`src/rtl/core/double_hash_key_dictionary_unit_defines.svh`:
```
// Assertion macros for the DNA word dictionary block.
// Depends on nothing; users must have i_clk and i_rst_n in scope.
`ifndef DOUBLE_HASH_KEY_DICTIONARY_UNIT_DEFINES_SVH
`define DOUBLE_HASH_KEY_DICTIONARY_UNIT_DEFINES_SVH

// Property that must hold in the same cycle as its antecedent.
`define DHK_ASSERT_SAME(label, ante, cons, msg) \
    label: assert property (@(posedge i_clk) disable iff (!i_rst_n) (ante) |-> (cons)) \
        else $error(msg);

// Property that must hold in the cycle after its antecedent.
`define DHK_ASSERT_NEXT(label, ante, cons, msg) \
    label: assert property (@(posedge i_clk) disable iff (!i_rst_n) (ante) |=> (cons)) \
        else $error(msg);

`endif

```
`src/rtl/core/dhk_pkg.sv`:
```
// Shared constants, types and helper functions of the DNA word dictionary.
// Depends on nothing; the interfaces, the hash unit, the top level and the testbench import it.
package dhk_pkg;

    localparam int TABLE_SIZE   = 1021;
    localparam int MAX_LETTERS  = 12;

    localparam int LETTERS_W    = 24;
    localparam int LEN_W        = 4;
    localparam int KEY_W        = 28;
    localparam int NUM_LETTERS  = LETTERS_W / 2;
    localparam int HALF_LETTERS = NUM_LETTERS / 2;

    localparam int SLOT_W = $clog2(TABLE_SIZE);
    localparam int CNT_W  = $clog2(TABLE_SIZE + 1);
    localparam int REM_W  = $clog2(2 * TABLE_SIZE);

    // Request operation codes.
    localparam logic FUNC_INSERT = 1'b0;
    localparam logic FUNC_FIND   = 1'b1;

    // Reply status codes.
    localparam logic STATUS_DONE = 1'b0;
    localparam logic STATUS_FULL = 1'b1;

    function automatic int pow5(input int n);
        int acc;
        acc = 1;
        for (int k = 0; k < n; k++) begin
            acc = acc * 5;
        end
        return acc;
    endfunction

    localparam int POW5_HALF = pow5(HALF_LETTERS);
    localparam int HALF_W    = $clog2(POW5_HALF);

    // Reciprocals for the two constant remainders; the quotient estimate is
    // at most one below the true quotient for any key of KEY_W bits.
    localparam logic [KEY_W-1:0] RECIP_HOME = KEY_W'((64'd1 << KEY_W) / TABLE_SIZE);
    localparam logic [KEY_W-1:0] RECIP_STEP = KEY_W'((64'd1 << KEY_W) / (TABLE_SIZE - 1));

    typedef struct packed {
        logic              done;
        logic [KEY_W-1:0]  key;
        logic [SLOT_W-1:0] home;
        logic [SLOT_W-1:0] step;
    } t_hash_res;

    typedef enum logic [2:0] {
        ST_CLEAR,
        ST_IDLE,
        ST_HASH,
        ST_READ,
        ST_CHECK,
        ST_DONE
    } t_state;

endpackage

```
`src/rtl/core/dhk_hash_unit.sv`:
```
// Four-stage key and hash pipeline: word to base-5 key, home slot and step.
// Depends on dhk_pkg.
module dhk_hash_unit import dhk_pkg::*; (
    input  logic                 i_clk,
    input  logic                 i_rst_n,
    input  logic                 i_start,
    input  logic [LETTERS_W-1:0] i_letters,
    input  logic [LEN_W-1:0]     i_length,
    output t_hash_res            o_res
);

    logic [LEN_W-1:0]   w_len_sat;
    logic [HALF_W-1:0]  n_lo, n_hi;
    logic [HALF_W-1:0]  r_lo, r_hi;
    logic [KEY_W-1:0]   r_key;
    logic [KEY_W-1:0]   r_q_home, r_q_step;
    logic [REM_W-1:0]   r_rem_home, r_rem_step;
    logic [3:0]         r_stage_v;
    logic [2*KEY_W-1:0] w_prod_home, w_prod_step;
    logic [REM_W-1:0]   w_fix_home, w_fix_step;

    // Stage 0: two half sums of weighted letter digits.
    always_comb begin
        w_len_sat = (i_length > LEN_W'(MAX_LETTERS)) ? LEN_W'(MAX_LETTERS) : i_length;
        n_lo = '0;
        n_hi = '0;
        for (int i = 0; i < HALF_LETTERS; i++) begin
            if (i < int'(w_len_sat)) begin
                n_lo = n_lo + HALF_W'((int'(i_letters[2*i +: 2]) + 1) * pow5(i));
            end
            if ((i + HALF_LETTERS) < int'(w_len_sat)) begin
                n_hi = n_hi + HALF_W'(
                    (int'(i_letters[2*(i + HALF_LETTERS) +: 2]) + 1) * pow5(i));
            end
        end
    end

    assign w_prod_home = (2*KEY_W)'(r_key) * (2*KEY_W)'(RECIP_HOME);
    assign w_prod_step = (2*KEY_W)'(r_key) * (2*KEY_W)'(RECIP_STEP);

    always_ff @(posedge i_clk) begin
        if (!i_rst_n) begin
            r_stage_v <= '0;
        end else begin
            r_stage_v <= {r_stage_v[2:0], i_start};
        end
    end

    always_ff @(posedge i_clk) begin
        if (i_start) begin
            r_lo <= n_lo;
            r_hi <= n_hi;
        end
        if (r_stage_v[0]) begin
            r_key <= KEY_W'(r_lo) + KEY_W'(KEY_W'(r_hi) * KEY_W'(POW5_HALF));
        end
        if (r_stage_v[1]) begin
            r_q_home <= w_prod_home[2*KEY_W-1:KEY_W];
            r_q_step <= w_prod_step[2*KEY_W-1:KEY_W];
        end
        if (r_stage_v[2]) begin
            r_rem_home <= REM_W'(r_key - KEY_W'(r_q_home * KEY_W'(TABLE_SIZE)));
            r_rem_step <= REM_W'(r_key - KEY_W'(r_q_step * KEY_W'(TABLE_SIZE - 1)));
        end
    end

    // The quotient estimate can be one short, so one subtraction finishes it.
    assign w_fix_home = (r_rem_home >= REM_W'(TABLE_SIZE))
                      ? r_rem_home - REM_W'(TABLE_SIZE) : r_rem_home;
    assign w_fix_step = (r_rem_step >= REM_W'(TABLE_SIZE - 1))
                      ? r_rem_step - REM_W'(TABLE_SIZE - 1) : r_rem_step;

    assign o_res.done = r_stage_v[3];
    assign o_res.key  = r_key;
    assign o_res.home = SLOT_W'(w_fix_home);
    assign o_res.step = SLOT_W'(w_fix_step) + SLOT_W'(1);

endmodule

```
`config.mk`:
```
export PLATFORM = sky130hd
export DESIGN_NAME = dhk_hash_unit
export DESIGN_NICKNAME = d
export VERILOG_FILES = /design/src/rtl/core/double_hash_key_dictionary_unit_defines.svh /design/src/rtl/core/dhk_pkg.sv /design/src/rtl/core/dhk_hash_unit.sv
export SDC_FILE = /design/constraint.sdc
export NUM_CORES = 1
export LEC_CHECK = 0
export ABC_AREA = 1
export BUFFER_PORTS_ARGS = -buffer_cell sky130_fd_sc_hd__buf_4
export CAP_MARGIN = 10
export CELL_PAD_IN_SITES_DETAIL_PLACEMENT = 1
export CELL_PAD_IN_SITES_GLOBAL_PLACEMENT = 1
export CORE_MARGIN = 2
export CORE_UTILIZATION = 45
export CTS_CLUSTER_DIAMETER = 50
export DETAILED_ROUTE_END_ITERATION = 16
export PLACE_DENSITY = 0.83
export SETUP_SLACK_MARGIN = 0.4
export SLEW_MARGIN = 10
export SYNTH_ARGS = -nofsm -noshare
export SYNTH_HDL_FRONTEND = slang
export SYNTH_SLANG_ARGS = --single-unit
```
`constraint.sdc`:
```
create_clock -name i_clk -period 22 [get_ports i_clk]
set_input_delay 3.3 -clock i_clk [delete_from_list [all_inputs] [get_ports i_clk]]
set_output_delay 3.3 -clock i_clk [all_outputs]
set_load 0.02 [all_outputs]
```
Word-level counts from Yosys, hierarchy flattened --
Cells that the tools add are included.
Operators by class: add/subtract/negate cells 28, multiply operators 15, div/mod/pow operators 0, magnitude comparators 15, eq/ne operators 0, shifts and indexed selects 0, muxes and demuxes 15, bitwise logic cells 0, reduce and logical (&&, ||, !) cells 0
Operators with widths (count):
- 2-to-1 mux 14 bit | 10
- multiplier 28 x 18 -> 46 bit, second input constant | 1
- multiplier 28 x 17 -> 45 bit, second input constant | 1
- adder 2 x 1 -> 3 bit, second input constant | 12
- adder 14 x 10 -> 14 bit | 2
- adder 14 x 13 -> 14 bit | 2
- adder 14 bit | 2
- adder 14 x 28 -> 28 bit | 1
- adder 14 x 6 -> 14 bit | 2
- adder 14 x 8 -> 14 bit | 2
- multiplier 14 x 14 -> 28 bit, second input constant | 1
- multiplier 3 x 12 -> 14 bit, second input constant | 2
- multiplier 3 x 10 -> 13 bit, second input constant | 2
- >= comparator 11 x 10 -> 1 bit, second input constant | 2
- subtractor 11 bit | 2
- multiplier 3 x 7 -> 10 bit, second input constant | 2
- 2-to-1 mux 10 bit | 2
- subtractor 10 bit, second input constant | 2
- multiplier 19 x 10 -> 11 bit, second input constant | 1
- multiplier 19 x 8 -> 9 bit, second input constant | 1
- less-than comparator 3 x 4 -> 1 bit, first input constant | 4
- less-than comparator 4 bit, first input constant | 4
- multiplier 3 x 5 -> 8 bit, second input constant | 2
- multiplier 3 x 3 -> 6 bit, second input constant | 2
- 6 further kinds | 9
Word-level totals: register bits 120, latch bits 0, bits in writable memories 0, memory bits (read-only) 0, input port bits 31, output and inout bits 49, logic and storage cells 81, memories kept 0

Depth between registers and ports, before layout --
depth in word-level cells 14, depth in mapped cells 54, gate-level depth less buffers 53

Worst setup path after synthesis --
No wires, ideal clock.
kind input-to-reg, start input i_length[3], end register r_hi[12] (data pin), setup time 0.254 ns, arrival 10.601 ns, data required time 21.746 ns, path slack 11.146 ns, cell stages on the path 49, path buffers 3, cell sequence buf_6 -> inv_6 -> nand2_2 -> buf_12 -> inv_4 -> nor2_4 -> buf_6 -> o21ai_0 -> nor2_1 -> ha_1 -> ha_1 -> a21oi_1 -> o21ai_0 -> or2_2 -> nand3_1 -> inv_1 -> ha_1 -> ha_1 -> [13 not listed] -> nand2_1 -> nand2_1 -> a21oi_1 -> nor2_1 -> o21ai_0 -> a21boi_0 -> ha_1 -> ha_1 -> inv_1 -> o21ai_0 -> a31oi_1 -> nand2_1 -> nand2_1 -> nand2_1 -> nand3b_1 -> nand3_1 -> nand3_1 -> nand2_1
Between the ends: longest elaborated chain between the ends 14, elaborated cells between the ends (all ways) 19, those cells by class 5 x add/sub; 7 x order compare; 7 x mux
Ends and longest elaborated chain:
- from (decl) | line dhk_hash_unit.sv:8 | input logic [LEN_W-1:0] i_length,
- > comparator 4 bit | line dhk_hash_unit.sv:24 | w_len_sat = (i_length > LEN_W'(MAX_LETTERS)) ? LEN_W'(MAX_LETTERS) : i_length;
- 2-to-1 mux 4 bit * | line dhk_hash_unit.sv:24
- less-than comparator 3 x 4 -> 1 bit | line dhk_hash_unit.sv:31 | if ((i + HALF_LETTERS) < int'(w_len_sat)) begin
- 2-to-1 mux 3 bit | line dhk_hash_unit.sv:31
- adder 14 x 6 -> 14 bit | line dhk_hash_unit.sv:32 | n_hi = n_hi + HALF_W'(
- 2-to-1 mux 14 bit | line dhk_hash_unit.sv:31
- adder 14 x 8 -> 14 bit | line dhk_hash_unit.sv:32
- 2-to-1 mux 14 bit | line dhk_hash_unit.sv:31
- adder 14 x 10 -> 14 bit | line dhk_hash_unit.sv:32
- 2-to-1 mux 14 bit | line dhk_hash_unit.sv:31
- adder 14 x 13 -> 14 bit | line dhk_hash_unit.sv:32
- 2-to-1 mux 14 bit | line dhk_hash_unit.sv:31
- adder 14 bit | line dhk_hash_unit.sv:32
- 2-to-1 mux 14 bit * | line dhk_hash_unit.sv:31
- named net n_hi[12] | line dhk_hash_unit.sv:13 | logic [HALF_W-1:0] n_lo, n_hi;
- to (signal assigned) | line dhk_hash_unit.sv:52 | r_hi <= n_hi;
- to (decl) | line dhk_hash_unit.sv:14 | logic [HALF_W-1:0] r_lo, r_hi;
Mark *: on every way through the listed nets, which the timed path passes. The rest lies on a longest branch. A chain may end at the register's enable or synchronous reset.

Worst setup path after layout --
Ends and elaborated chain as after synthesis.

==> results.py <==
metrics = {
    "outcome": {
        "status": "finished clean",
    },
    "synth": {
        "yosys_warnings": 0,
        "yosysSeqAreaShare_pct": 12.45,
        "synthCells": 3000,
        "synth_edf_count": 98,
        "syn_area_um2": 24280,
        "ys_async_sr_fraction_pct": 0,
        "ys_types": 52,
        "syn_nets": 3823,
        "postSynthAreaPerCell_um2": 8.093,
        "synth-main-ff-cell": "edfxtp_1",
        "ys_seq_elements": 102,
    },
    "setup_path": {
        "worstSetupPathType": "in2reg",
        "r2r_cells": 15,
        "slowest_stage": "fa_1",
        "cpPeakStageDelay_ns": 0.49,
        "r2r_end": "r_key[23]",
        "cp_num_buf_inv": 7,
        "startpoint_type": "primary input",
        "arrival_ns": 11.88,
        "critPathMaxFanout": 14,
        "r2r_slack_ns": 15.99,
        "end_kind": "flop",
        "cp_data_required_time_ns": 22.14,
        "path_common_cell": "ha_1",
        "cpLargestDelayFamily": "adder cells",
        "crit-reg2reg-launch": "r_hi[1]",
    },
    "global_route": {
        "grt_pass1_wl_um": 112200,
        "gr-total-overflow": 0,
        "antenna_found_initial": 0,
        "grt_max_degree": 30,
        "grt_pass1_vias": 22870,
        "grt_usage_pct": 24.69,
    },
    "sta": {
        "min_period_over_period_pct": 53.35,
        "tns_ns": 0,
        "relSlewSlack_pct": 26.16,
        "finalHoldViolations": 0,
        "min_period_ns": 11.74,
        "fmax_ghz": 0.08520,
        "setup_viol": 0,
        "worst_pin_slew_ns": 1.106,
        "rsz0062_at_grt": "no",
        "slew_viol_final": 0,
        "finalClockSkew_ns": 0.007023,
    },
    "finish": {
        "diodes": 0,
        "area_growth_pct": 6.638,
        "final_net_count": 3893,
        "layout-drive-gt1-share_pct": 4.780,
        "n_fill_cell": 6622,
    },
    "clock_tree": {
        "htreeDepth": 3,
        "cts.clk_slew.worst_paths_ns": 0.07,
        "clk_latency_ns": 0.39,
        "cts_root_buf": "clkbuf_16",
        "holdBufCountCts": 0,
        "ctsLongestPathBuffers": 2,
        "ctsResizeCount": 0,
        "cts_tree": "built",
        "cts_buffers": 9,
        "clock-sinks": 102,
        "cts_setup_buffers": 0,
    },
    "drt": {
        "ant_nets": 0,
        "vias": 20210,
        "drt_iter0_markers": 594,
        "drc": 0,
        "routed_wl_um": 67160,
        "viasPerCell": 5.358,
        "first_pass_iters": 4,
        "wl_per_cell_um": 17.81,
    },
    "placement": {
        "dpl.hpwl_um": 57960,
        "globalplace.congestion": 0.9089,
        "io_buffers": 79,
    },
    "die": {
        "start_util_pct": 45.30,
        "ios": 80,
        "dieArea_um2": 55830,
        "fp.dieH_um": 236.3,
        "fp.dieW_um": 236.3,
        "fp-row-count": 85,
        "coreArea_um2": 53600,
    },
    "hold_path": {
        "hold_path.startpoint": "r_lo[0]",
        "hold_path_class": "reg2reg",
        "hold_end": "r_key[0]",
        "holdPathStages": 1,
    },
    "run": {
        "max_cap_violations": 0,
    },
}
-- cells in the mapped netlist, drive strengths merged, types with 9 or more instances --
cell type    n  area share (%)
a21o        19            0.59
nand4       28            0.75
o21ai      120             2.6
inv        627             9.7
nor3        31            0.68
xor2       108             3.9
xnor2       61             2.2
edfxtp      98              12
ha         620              32
a31oi       23            0.62
and2         9            0.23
or2         19            0.49
nand2      530             8.2
nor4         9            0.23
nand3      159             3.3
buf         21            0.71
a21oi      152             3.2
fa         172              14
nor2       134             2.3
-- cell usage in the layout, fill, tap and decap left out, types with 7 or more instances in the layout --
| cell | synthesis | final |
|---|---|---|
| a211oi_1 | 7 | 7 |
| and2_1 | 9 | 9 |
| o21bai_1 | 8 | 8 |
| a21oi_1 | 151 | 151 |
| inv_1 | 620 | 620 |
| o21ai_2 | 7 | 7 |
| nor3_1 | 29 | 29 |
| buf_4 | 11 | 83 |
| nand3b_1 | 8 | 8 |
| a21o_1 | 19 | 19 |
| xor2_1 | 108 | 108 |
| nor4_1 | 9 | 9 |
| nor2_1 | 129 | 129 |
| edfxtp_1 | 98 | 98 |
| nand2_1 | 527 | 527 |
| nand3_1 | 157 | 157 |
| ha_1 | 620 | 620 |
| o21ai_0 | 106 | 106 |
| fa_1 | 172 | 172 |
| clkbuf_16 | 0 | 9 |
| xnor2_1 | 61 | 61 |
| or2_2 | 17 | 17 |
| o21ai_1 | 7 | 7 |
| a31oi_1 | 22 | 22 |
| nand4_1 | 27 | 27 |
-- kinds of logic (layout without fill, tap and decap cells) --
group,after synthesis,in the layout,share of synthesized area (%)
flip-flops,102,102,12.45
AO/OA/AOI/OAI,356,356,8.307
buffers and inverters,652,727,10.51
XOR/XNOR,169,169,6.096
adder cells (fa/ha/maj),792,792,46.13
AND/OR/NAND/NOR,929,929,16.51
-- layer usage --
layer / routed length [um] / vias to the layer above / GRT usage (%) / share of wire [%]
met2: 36470 / 291 / 49.04 / 54
met4: 2210 / 0 / 8.285 / 3.3
met5: 0 / - / 0 / 0
li1: - / 9883 / - / -
met3: 1568 / 131 / 2.422 / 2.3
met1: 26910 / 9900 / 26.97 / 40
-- how the worst max path moves through the flow --
stage | slack [ns] | cells past startpoint | startpoint | to
CTS | 10.25 | 47 | i_length[3] | r_hi[12]
global placement | 10.21 | 47 | i_length[3] | r_hi[12]
global route | 9.48 | 46 | i_length[3] | r_hi[13]
detailed placement | 9.87 | 47 | i_length[3] | r_hi[12]
finish | 10.26 | 47 | i_length[3] | r_hi[12]
floorplan | 11.15 | 49 | i_length[3] | r_hi[12]
-- worst reg2reg max path: stages, from the launching register on --
cell,delay (ns)
edfxtp_1,0.60
fa_1,0.59
inv_1,0.06
fa_1,0.50
fa_1,0.56
inv_1,0.06
fa_1,0.51
fa_1,0.53
fa_1,0.49
ha_1,0.39
nand2_1,0.11
nor4_1,0.68
nand4_1,0.22
nand3_1,0.21
a21oi_1,0.11
xnor2_1,0.15
-- state kept, by name (all words and copies together), names as in the netlist --
name        flops
r_lo           14
r_key          28
r_q_home       11
r_stage_v       4
r_rem_home     11
r_rem_step     11
r_q_step        9
r_hi           14
-- metrics by stage --
step	utilization (%)	setup WS (ns)	hold WS [ns]	cells	area (um2)
floorplan	-	11.15	0.5261	3000	24280
global placement	47.74	10.21	0.5603	3755	25590
detailed placement	47.74	9.867	0.5639	3755	25590
CTS	48.30	10.25	0.5912	3771	25890
global route	48.30	9.477	0.6285	3771	25890
finish	48.30	10.26	0.5817	3771	25890
-- area by class of cell --
cell class / instances / area, um2 / area share (%)
Multi-Input combinational cell: 2246 / 18710 / 72.25
Sequential cell: 102 / 3024 / 11.68
Tap cell: 696 / 870.8 / 3.363
Clock buffer: 10 / 229.0 / 0.8844
Inverter: 628 / 2367 / 9.143
Clock inverter: 6 / 71.32 / 0.2755
Timing Repair Buffer: 83 / 623.1 / 2.407
Power is left out: the tool's default activity adds up to more than one toggle a clock period on the data nets, which glitch-free logic cannot reach.
